File: src/rtl/core/mfsp_pkg.sv
`default_nettype none

package mfsp_pkg;

    typedef enum logic [3:0] {
        PH_HDR_MAGIC  = 4'd0,
        PH_HDR_LEN    = 4'd1,
        PH_HDR_FORMAT = 4'd2,
        PH_HDR_TRACKS = 4'd3,
        PH_HDR_DIV    = 4'd4,
        PH_TRK_MAGIC  = 4'd5,
        PH_TRK_LEN    = 4'd6,
        PH_DELTA      = 4'd7,
        PH_STATUS     = 4'd8,
        PH_META_TYPE  = 4'd9,
        PH_META_LEN   = 4'd10,
        PH_TEMPO      = 4'd11,
        PH_SKIP       = 4'd12,
        PH_NOTE_NUM   = 4'd13,
        PH_NOTE_VEL   = 4'd14,
        PH_DONE       = 4'd15
    } t_phase;

    localparam logic [2:0] KIND_HEADER   = 3'd0;
    localparam logic [2:0] KIND_DELAY    = 3'd1;
    localparam logic [2:0] KIND_NOTE_OFF = 3'd2;
    localparam logic [2:0] KIND_NOTE_ON  = 3'd3;
    localparam logic [2:0] KIND_TEMPO    = 3'd4;
    localparam logic [2:0] KIND_ERROR    = 3'd5;

    localparam logic [31:0] ERR_HEADER = 32'd0;
    localparam logic [31:0] ERR_TRACK  = 32'd1;
    localparam logic [31:0] ERR_EVENT  = 32'd2;

    localparam logic [31:0] MAGIC_HEADER = 32'h4D54_6864;
    localparam logic [31:0] MAGIC_TRACK  = 32'h4D54_726B;

    localparam logic [7:0] STATUS_META = 8'hFF;
    localparam logic [7:0] META_TEMPO  = 8'h51;
    localparam logic [3:0] HI_NOTE_OFF = 4'h8;
    localparam logic [3:0] HI_NOTE_ON  = 4'h9;
    localparam logic [3:0] HI_POLY_AT  = 4'hA;
    localparam logic [3:0] HI_CONTROL  = 4'hB;
    localparam logic [3:0] HI_PROGRAM  = 4'hC;
    localparam logic [3:0] HI_CHAN_AT  = 4'hD;
    localparam logic [3:0] HI_PITCH    = 4'hE;

    typedef struct packed {
        logic [7:0] data_byte;
        logic       start_of_file;
    } t_in_item;

    typedef struct packed {
        logic [2:0]  kind;
        logic [3:0]  channel;
        logic [7:0]  note;
        logic [7:0]  velocity;
        logic [31:0] value;
        logic [15:0] track_count;
    } t_out_item;

    typedef struct packed {
        t_phase      phase;
        logic [7:0]  field_byte_count;
        logic [31:0] accumulator;
        logic [31:0] chunk_remaining;
        logic [15:0] tracks_left;
        logic [7:0]  status_byte;
        logic [7:0]  first_data_byte;
        logic [7:0]  meta_type;
        logic [7:0]  meta_remaining;
    } t_state;

    localparam t_state STATE_RESET = '{
        phase:            PH_HDR_MAGIC,
        field_byte_count: 8'd0,
        accumulator:      32'd0,
        chunk_remaining:  32'd0,
        tracks_left:      16'd0,
        status_byte:      8'd0,
        first_data_byte:  8'd0,
        meta_type:        8'd0,
        meta_remaining:   8'd0
    };

endpackage

`default_nettype wire

File: src/rtl/core/midi_file_stream_parser.sv
`default_nettype none

// Streaming Standard MIDI File parser. One file byte is taken per request and
// each byte gives zero or one result: header (division and track count),
// nonzero delta delay, note on/off, tempo, or an error code for bad chunk
// magic or an unknown status byte; parsing carries on after an error and
// running status is not supported. Every byte is handled combinationally:
// the parse state and the result register are updated on the accepting edge,
// so one byte per cycle is sustained while the output does not stall, and a
// result appears on the output in the cycle after its byte is taken. The input
// is ready whenever the result register is empty or being drained. Raise
// start_of_file on the first byte of a file to restart at the header magic.
module midi_file_stream_parser (
    input  wire                     i_clk,
    input  wire                     i_rst_n,
    input  wire                     i_in_valid,
    output logic                    o_in_ready,
    input  wire mfsp_pkg::t_in_item i_in_data,
    output logic                    o_out_valid,
    input  wire                     i_out_ready,
    output mfsp_pkg::t_out_item     o_out_data
);

    mfsp_pkg::t_state    r_state;
    mfsp_pkg::t_state    n_state;
    logic                r_out_valid;
    mfsp_pkg::t_out_item r_out_data;
    logic                step_emit;
    mfsp_pkg::t_out_item step_result;
    logic                accept;

    assign o_in_ready = !r_out_valid || i_out_ready;
    assign accept     = i_in_valid && o_in_ready;

    mfsp_step u_step (
        .i_state  (r_state),
        .i_item   (i_in_data),
        .o_state  (n_state),
        .o_emit   (step_emit),
        .o_result (step_result)
    );

    always_ff @(posedge i_clk) begin
        if (!i_rst_n) begin
            r_state     <= mfsp_pkg::STATE_RESET;
            r_out_valid <= 1'b0;
        end else begin
            if (accept) begin
                r_state     <= n_state;
                r_out_valid <= step_emit;
            end else if (i_out_ready) begin
                r_out_valid <= 1'b0;
            end
        end
    end

    always_ff @(posedge i_clk) begin
        if (accept && step_emit) begin
            r_out_data <= step_result;
        end
    end

    assign o_out_valid = r_out_valid;
    assign o_out_data  = r_out_data;

`ifndef SYNTH
    a_drain_clears : assert property (@(posedge i_clk) disable iff (!i_rst_n)
        (r_out_valid && i_out_ready && !(accept && step_emit)) |=> !r_out_valid)
        else $error("result still valid after being taken");

    a_restart : assert property (@(posedge i_clk) disable iff (!i_rst_n)
        (accept && i_in_data.start_of_file) |=>
        (r_state.phase == mfsp_pkg::PH_HDR_MAGIC && r_state.field_byte_count == 8'd1))
        else $error("start of file did not restart header parsing");

    a_chunk_count_down : assert property (@(posedge i_clk) disable iff (!i_rst_n)
        (accept && !i_in_data.start_of_file && r_state.phase >= mfsp_pkg::PH_DELTA &&
         r_state.phase <= mfsp_pkg::PH_NOTE_VEL) |=>
        (r_state.chunk_remaining <= $past(r_state.chunk_remaining)))
        else $error("chunk counter grew inside a track");

    a_kind_range : assert property (@(posedge i_clk) disable iff (!i_rst_n)
        r_out_valid |-> (r_out_data.kind <= mfsp_pkg::KIND_ERROR))
        else $error("result kind out of range");
`endif

endmodule

`default_nettype wire

File: src/rtl/core/mfsp_step.sv
`default_nettype none

module mfsp_step (
    input  wire mfsp_pkg::t_state   i_state,
    input  wire mfsp_pkg::t_in_item i_item,
    output mfsp_pkg::t_state        o_state,
    output logic                    o_emit,
    output mfsp_pkg::t_out_item     o_result
);

    mfsp_pkg::t_state s;
    logic [7:0]  b;
    logic [31:0] acc_byte;
    logic [7:0]  cnt_inc;
    logic [3:0]  hi;
    logic [15:0] tl_dec;
    logic [7:0]  mr_dec;
    mfsp_pkg::t_phase trk_next;

    // closes an event; the track ends when the chunk counter is spent
    function automatic mfsp_pkg::t_state end_event(input mfsp_pkg::t_state st,
                                                   input logic [15:0] tl_m1,
                                                   input mfsp_pkg::t_phase tp);
        mfsp_pkg::t_state r;
        r = st;
        r.accumulator = 32'd0;
        if (st.chunk_remaining == 32'd0) begin
            r.field_byte_count = 8'd0;
            r.tracks_left      = tl_m1;
            r.phase            = tp;
        end else begin
            r.phase = mfsp_pkg::PH_DELTA;
        end
        return r;
    endfunction

    always_comb begin
        s = i_item.start_of_file ? mfsp_pkg::STATE_RESET : i_state;
        if (s.phase >= mfsp_pkg::PH_DELTA && s.phase <= mfsp_pkg::PH_NOTE_VEL &&
            s.chunk_remaining != 32'd0) begin
            s.chunk_remaining = s.chunk_remaining - 32'd1;
        end
    end

    assign b        = i_item.data_byte;
    assign acc_byte = {s.accumulator[23:0], b};
    assign cnt_inc  = s.field_byte_count + 8'd1;
    assign hi       = b[7:4];
    assign tl_dec   = s.tracks_left - 16'd1;
    assign mr_dec   = s.meta_remaining - 8'd1;
    assign trk_next = (tl_dec == 16'd0) ? mfsp_pkg::PH_DONE : mfsp_pkg::PH_TRK_MAGIC;

    always_comb begin
        o_state  = s;
        o_emit   = 1'b0;
        o_result = '0;
        unique case (s.phase)
            mfsp_pkg::PH_HDR_MAGIC, mfsp_pkg::PH_HDR_LEN, mfsp_pkg::PH_HDR_FORMAT,
            mfsp_pkg::PH_HDR_TRACKS, mfsp_pkg::PH_HDR_DIV, mfsp_pkg::PH_TRK_MAGIC,
            mfsp_pkg::PH_TRK_LEN: begin
                o_state.accumulator      = acc_byte;
                o_state.field_byte_count = cnt_inc;
                // magic and length fields are four bytes, header words two
                if (cnt_inc >= ((s.phase == mfsp_pkg::PH_HDR_MAGIC ||
                                 s.phase == mfsp_pkg::PH_HDR_LEN ||
                                 s.phase == mfsp_pkg::PH_TRK_MAGIC ||
                                 s.phase == mfsp_pkg::PH_TRK_LEN) ? 8'd4 : 8'd2)) begin
                    o_state.field_byte_count = 8'd0;
                    unique case (s.phase)
                        mfsp_pkg::PH_HDR_MAGIC: begin
                            o_state.phase = mfsp_pkg::PH_HDR_LEN;
                            if (acc_byte != mfsp_pkg::MAGIC_HEADER) begin
                                o_emit         = 1'b1;
                                o_result.kind  = mfsp_pkg::KIND_ERROR;
                                o_result.value = mfsp_pkg::ERR_HEADER;
                            end
                        end
                        mfsp_pkg::PH_HDR_LEN: o_state.phase = mfsp_pkg::PH_HDR_FORMAT;
                        mfsp_pkg::PH_HDR_FORMAT: o_state.phase = mfsp_pkg::PH_HDR_TRACKS;
                        mfsp_pkg::PH_HDR_TRACKS: begin
                            o_state.tracks_left = acc_byte[15:0];
                            o_state.phase       = mfsp_pkg::PH_HDR_DIV;
                        end
                        mfsp_pkg::PH_HDR_DIV: begin
                            o_state.accumulator  = 32'd0;
                            o_state.phase        = (s.tracks_left == 16'd0) ?
                                                   mfsp_pkg::PH_DONE : mfsp_pkg::PH_TRK_MAGIC;
                            o_emit               = 1'b1;
                            o_result.kind        = mfsp_pkg::KIND_HEADER;
                            o_result.value       = {16'd0, acc_byte[15:0]};
                            o_result.track_count = s.tracks_left;
                        end
                        mfsp_pkg::PH_TRK_MAGIC: begin
                            o_state.phase = mfsp_pkg::PH_TRK_LEN;
                            if (acc_byte != mfsp_pkg::MAGIC_TRACK) begin
                                o_emit         = 1'b1;
                                o_result.kind  = mfsp_pkg::KIND_ERROR;
                                o_result.value = mfsp_pkg::ERR_TRACK;
                            end
                        end
                        default: begin
                            o_state.chunk_remaining = acc_byte;
                            o_state.accumulator     = 32'd0;
                            if (acc_byte == 32'd0) begin
                                o_state.tracks_left = tl_dec;
                                o_state.phase       = trk_next;
                            end else begin
                                o_state.phase = mfsp_pkg::PH_DELTA;
                            end
                        end
                    endcase
                end
            end
            mfsp_pkg::PH_DELTA: begin
                o_state.accumulator = {s.accumulator[24:0], b[6:0]};
                if (!b[7]) begin
                    o_state.phase = mfsp_pkg::PH_STATUS;
                    if ({s.accumulator[24:0], b[6:0]} != 32'd0) begin
                        o_state.accumulator = 32'd0;
                        o_emit              = 1'b1;
                        o_result.kind       = mfsp_pkg::KIND_DELAY;
                        o_result.value      = {s.accumulator[24:0], b[6:0]};
                    end
                end
            end
            mfsp_pkg::PH_STATUS: begin
                o_state.status_byte = b;
                o_state.accumulator = 32'd0;
                if (b == mfsp_pkg::STATUS_META) begin
                    o_state.phase = mfsp_pkg::PH_META_TYPE;
                end else if (hi == mfsp_pkg::HI_NOTE_OFF || hi == mfsp_pkg::HI_NOTE_ON) begin
                    o_state.phase = mfsp_pkg::PH_NOTE_NUM;
                end else if (hi == mfsp_pkg::HI_POLY_AT || hi == mfsp_pkg::HI_CONTROL ||
                             hi == mfsp_pkg::HI_PITCH) begin
                    o_state.meta_remaining = 8'd2;
                    o_state.phase          = mfsp_pkg::PH_SKIP;
                end else if (hi == mfsp_pkg::HI_PROGRAM || hi == mfsp_pkg::HI_CHAN_AT) begin
                    o_state.meta_remaining = 8'd1;
                    o_state.phase          = mfsp_pkg::PH_SKIP;
                end else begin
                    o_state        = end_event(o_state, tl_dec, trk_next);
                    o_emit         = 1'b1;
                    o_result.kind  = mfsp_pkg::KIND_ERROR;
                    o_result.value = mfsp_pkg::ERR_EVENT;
                end
            end
            mfsp_pkg::PH_META_TYPE: begin
                o_state.meta_type = b;
                o_state.phase     = mfsp_pkg::PH_META_LEN;
            end
            mfsp_pkg::PH_META_LEN: begin
                o_state.meta_remaining = b;
                o_state.accumulator    = 32'd0;
                if (s.meta_type == mfsp_pkg::META_TEMPO) begin
                    if (b == 8'd0) begin
                        o_state        = end_event(o_state, tl_dec, trk_next);
                        o_emit         = 1'b1;
                        o_result.kind  = mfsp_pkg::KIND_TEMPO;
                        o_result.value = 32'd0;
                    end else begin
                        o_state.phase = mfsp_pkg::PH_TEMPO;
                    end
                end else if (b == 8'd0) begin
                    o_state = end_event(o_state, tl_dec, trk_next);
                end else begin
                    o_state.phase = mfsp_pkg::PH_SKIP;
                end
            end
            mfsp_pkg::PH_TEMPO: begin
                o_state.accumulator    = acc_byte;
                o_state.meta_remaining = mr_dec;
                if (mr_dec == 8'd0) begin
                    o_state        = end_event(o_state, tl_dec, trk_next);
                    o_emit         = 1'b1;
                    o_result.kind  = mfsp_pkg::KIND_TEMPO;
                    o_result.value = acc_byte;
                end
            end
            mfsp_pkg::PH_SKIP: begin
                o_state.meta_remaining = mr_dec;
                if (mr_dec == 8'd0) begin
                    o_state = end_event(o_state, tl_dec, trk_next);
                end
            end
            mfsp_pkg::PH_NOTE_NUM: begin
                o_state.first_data_byte = b;
                o_state.phase           = mfsp_pkg::PH_NOTE_VEL;
            end
            mfsp_pkg::PH_NOTE_VEL: begin
                o_state           = end_event(o_state, tl_dec, trk_next);
                o_emit            = 1'b1;
                o_result.kind     = (s.status_byte[7:4] == mfsp_pkg::HI_NOTE_ON) ?
                                    mfsp_pkg::KIND_NOTE_ON : mfsp_pkg::KIND_NOTE_OFF;
                o_result.channel  = s.status_byte[3:0];
                o_result.note     = s.first_data_byte;
                o_result.velocity = b;
            end
            default: begin
                o_state = s;
            end
        endcase
    end

endmodule

`default_nettype wire

File: config.mk
export PLATFORM = sky130hd
export DESIGN_NAME = midi_file_stream_parser
export DESIGN_NICKNAME = d
export VERILOG_FILES = /design/src/rtl/core/mfsp_pkg.sv /design/src/rtl/core/midi_file_stream_parser.sv /design/src/rtl/core/mfsp_step.sv
export SDC_FILE = /design/constraint.sdc
export NUM_CORES = 1
export LEC_CHECK = 0
export BUFFER_PORTS_ARGS = -buffer_cell sky130_fd_sc_hd__buf_2
export CAP_MARGIN = 20
export CELL_PAD_IN_SITES_DETAIL_PLACEMENT = 1
export CELL_PAD_IN_SITES_GLOBAL_PLACEMENT = 1
export CORE_ASPECT_RATIO = 0.7
export CORE_MARGIN = 2
export CORE_UTILIZATION = 40
export CTS_CLUSTER_SIZE = 12
export DETAILED_ROUTE_END_ITERATION = 12
export GPL_TIMING_DRIVEN = 0
export PLACE_DENSITY_LB_ADDON = 0.2
export SETUP_SLACK_MARGIN = 0.1
export SYNTH_ARGS = -nofsm -noshare
export SYNTH_HDL_FRONTEND = slang
export SYNTH_HIERARCHICAL = 1
export SYNTH_SLANG_ARGS = --single-unit
File: constraint.sdc
create_clock -name i_clk -period 14.1 [get_ports i_clk]
set_input_delay 0.705 -clock i_clk [delete_from_list [all_inputs] [get_ports i_clk]]
set_output_delay 0.705 -clock i_clk [all_outputs]
set_load 0.02 [all_outputs]
==> impl_metrics.tcl <==
set metrics [dict create \
    status "finished clean" \
    place_inst 2123 \
    cts.htree.levels 4 \
    reg2reg_slack_ps 8360 \
    drive_above_1_share_pct 10.3 \
    clkTransAtPathRegs_ps 80 \
    layout.cells.non_filler 2156 \
    syn_inst 1618 \
    worstSetupPathType "input port to flop" \
    antenna_found_initial 2 \
    portBuffers 83 \
    numCtsBuffers 17 \
    power_density_nw_per_um2 82.5 \
    syn_nets 1640 \
    maxCapViolCount 0 \
    cp_slowest_stage_delay_ps 1050 \
    rsz0062_at_grt "false" \
    arrival_ps 10790 \
    clk_path_buf_depth 2 \
    finalHoldViolations 0 \
    grt_max_degree 38 \
    syn_area_per_cell_um2 7.84 \
    ys_warn_count 6 \
    critPathCaptureType "flop" \
    cp-start-kind "input port" \
    hold_buffers 0 \
    finalCritPeriodShare_pct 73.7 \
    die_h_um 153 \
    critical_path.cell_chain "buf_2, clkbuf_1, buf_2, clkbuf_1, clkbuf_1, buf_1, buf_1, clkbuf_1, buf_1, nor2b_1, ha_1, xnor2_1, ha_1, a221oi_1, nor2_1, nand2_1, clkbuf_1, buf_1, nand2_1, o21ai_0, nand2_1, mux2i_1" \
    gp_congestion 0.987 \
    fmax_mhz 96.2 \
    drc 0 \
    crit_top_cell "clkbuf_1" \
    cp.required_ps 14500 \
    dieArea_um2 33200 \
    grt_pass1_wl_mm 84.1 \
    clk_latency_ps 470 \
    cts_setup_buffers 0 \
    reg2reg_from "r_state[122]" \
    setup_tns_ps 0 \
    r2r_cells 18 \
    cts_resized 0 \
    clock_sinks 189 \
    core-area_um2 31200 \
    min_from "r_state[46]" \
    hold_class "flop to flop" \
    ant_nets 0 \
    whs_path_depth 2 \
    slew_violations 0 \
    globalRouteOverflowTotal 0 \
    wl_per_cell_um 26.0 \
    fin_nets 1744 \
    syn_to_final_growth_pct 12.7 \
    vias 13813 \
    power.static_leakage_nw 5.23 \
    drt_iter0_drc 1598 \
    grt_pass1_vias 13351 \
    die_w_um 217 \
    maxSlewHeadroom_pct 14.3 \
    syn_area_um2 12700 \
    dp_hpwl_mm 40.9 \
    setup_viol 0 \
    fin_skew_ps 16.8 \
    initial_utilization_pct 40.6 \
    crit_slowest_cell "a221oi_1" \
    worstReg2RegEnd "r_state[79]" \
    holdPathEnd "r_state[46]" \
    avgViaCountPerCell 6.41 \
    first_pass_iters 5 \
    post-route-min-period_ps 10390 \
    track_usage_pct 33.5 \
    path_max_fanout 10 \
    tritoncts "done" \
    irDropWorstVdd_uv 65.7 \
    drt_wl_total_mm 56.0 \
    clock-root-buffer "clkbuf_16" \
    io_pins 86 \
    num_rows 54 \
    worst_pin_slew_ps 1290 \
]
## layer usage
| layer | track usage (%) | up-vias | wire length [um] |
|---|---|---|---|
| met5 | 0 | - | 0 |
| met1 | 49.0 | 6853 | 25500 |
| met3 | 9.01 | 124 | 5970 |
| met2 | 47.5 | 768 | 22900 |
| li1 | - | 6068 | - |
| met4 | 11.1 | 0 | 1670 |
## flip-flops by register name, indices dropped and copies added (netlist names)
name	cells
o_out_valid	1
o_out_data	71
r_state	117
## through the flow
stage / hold WS [ps] / setup WS, ps / cell area (um^2) / util [%] / total power (W)
6_report: 464 / 3710 / 14300 / 45.8 / 0.00118
5_1_grt: 502 / 3810 / 14300 / 45.8 / 0.00121
4_1_cts: 468 / 4280 / 14300 / 45.8 / 0.00118
3_5_place_dp: 454 / 3770 / 13700 / 43.8 / 0.000666
3_3_place_gp: 443 / 624 / 13600 / 43.7 / 0.000665
2_1_floorplan: 430 / 5800 / 12700 / - / 0.000628
## worst max-delay path: cells and delay by family
kind                       cells  cell delay [ps]
muxes                          1              150
AOI/OAI and AO/OA              2             1220
buffers and inverters         11             6710
xor gates and xnor gates       1              240
and+or+nand+nor                5             1170
adders and majority gates      2              550
## cell usage in the layout (no fill, tap or decap), drive strengths merged, types with 27 or more instances in the layout
master    n
o221ai   37
edfxtp   71
nand2b   27
clkbuf  105
nand3    40
dfxtp   118
o22ai    35
nor4     29
a21oi    63
o21ai    97
nand2   403
nor2    110
nor3     38
mux2i   122
buf     125
## worst max-delay path by stage
stage / from / end / slack, ps / depth (start not counted)
after floorplan: i_in_data[0] / o_out_data[0] / 5800 / 22
after global placement: i_in_data[0] / o_out_data[46] / 620 / 21
after detailed placement: i_in_data[0] / r_state[79] / 3770 / 22
after CTS: i_in_data[0] / r_state[79] / 4280 / 22
after global routing: i_in_data[0] / r_state[57] / 3810 / 22
final: i_in_data[0] / r_state[79] / 3710 / 22
## report_power, final
part | switching [W] | internal [W] | total, W
registers | 0.00000319 | 0.000564 | 0.000567
logic | 0.0000680 | 0.0000219 | 0.0000899
clock network | 0.000265 | 0.000256 | 0.000522
## area by class of cell
type                       count  area (um^2)
tap                          420          526
timing repair buffer          85          455
inverter                      14         52.6
clock inverter                15          190
fill                        3878        16900
multi-input combinational   1287         7550
clock buffer                  17          425
sequential                   189         4490
antenna                        1         2.50
buffer                       128          599
(Power assumes the default switching activity.)
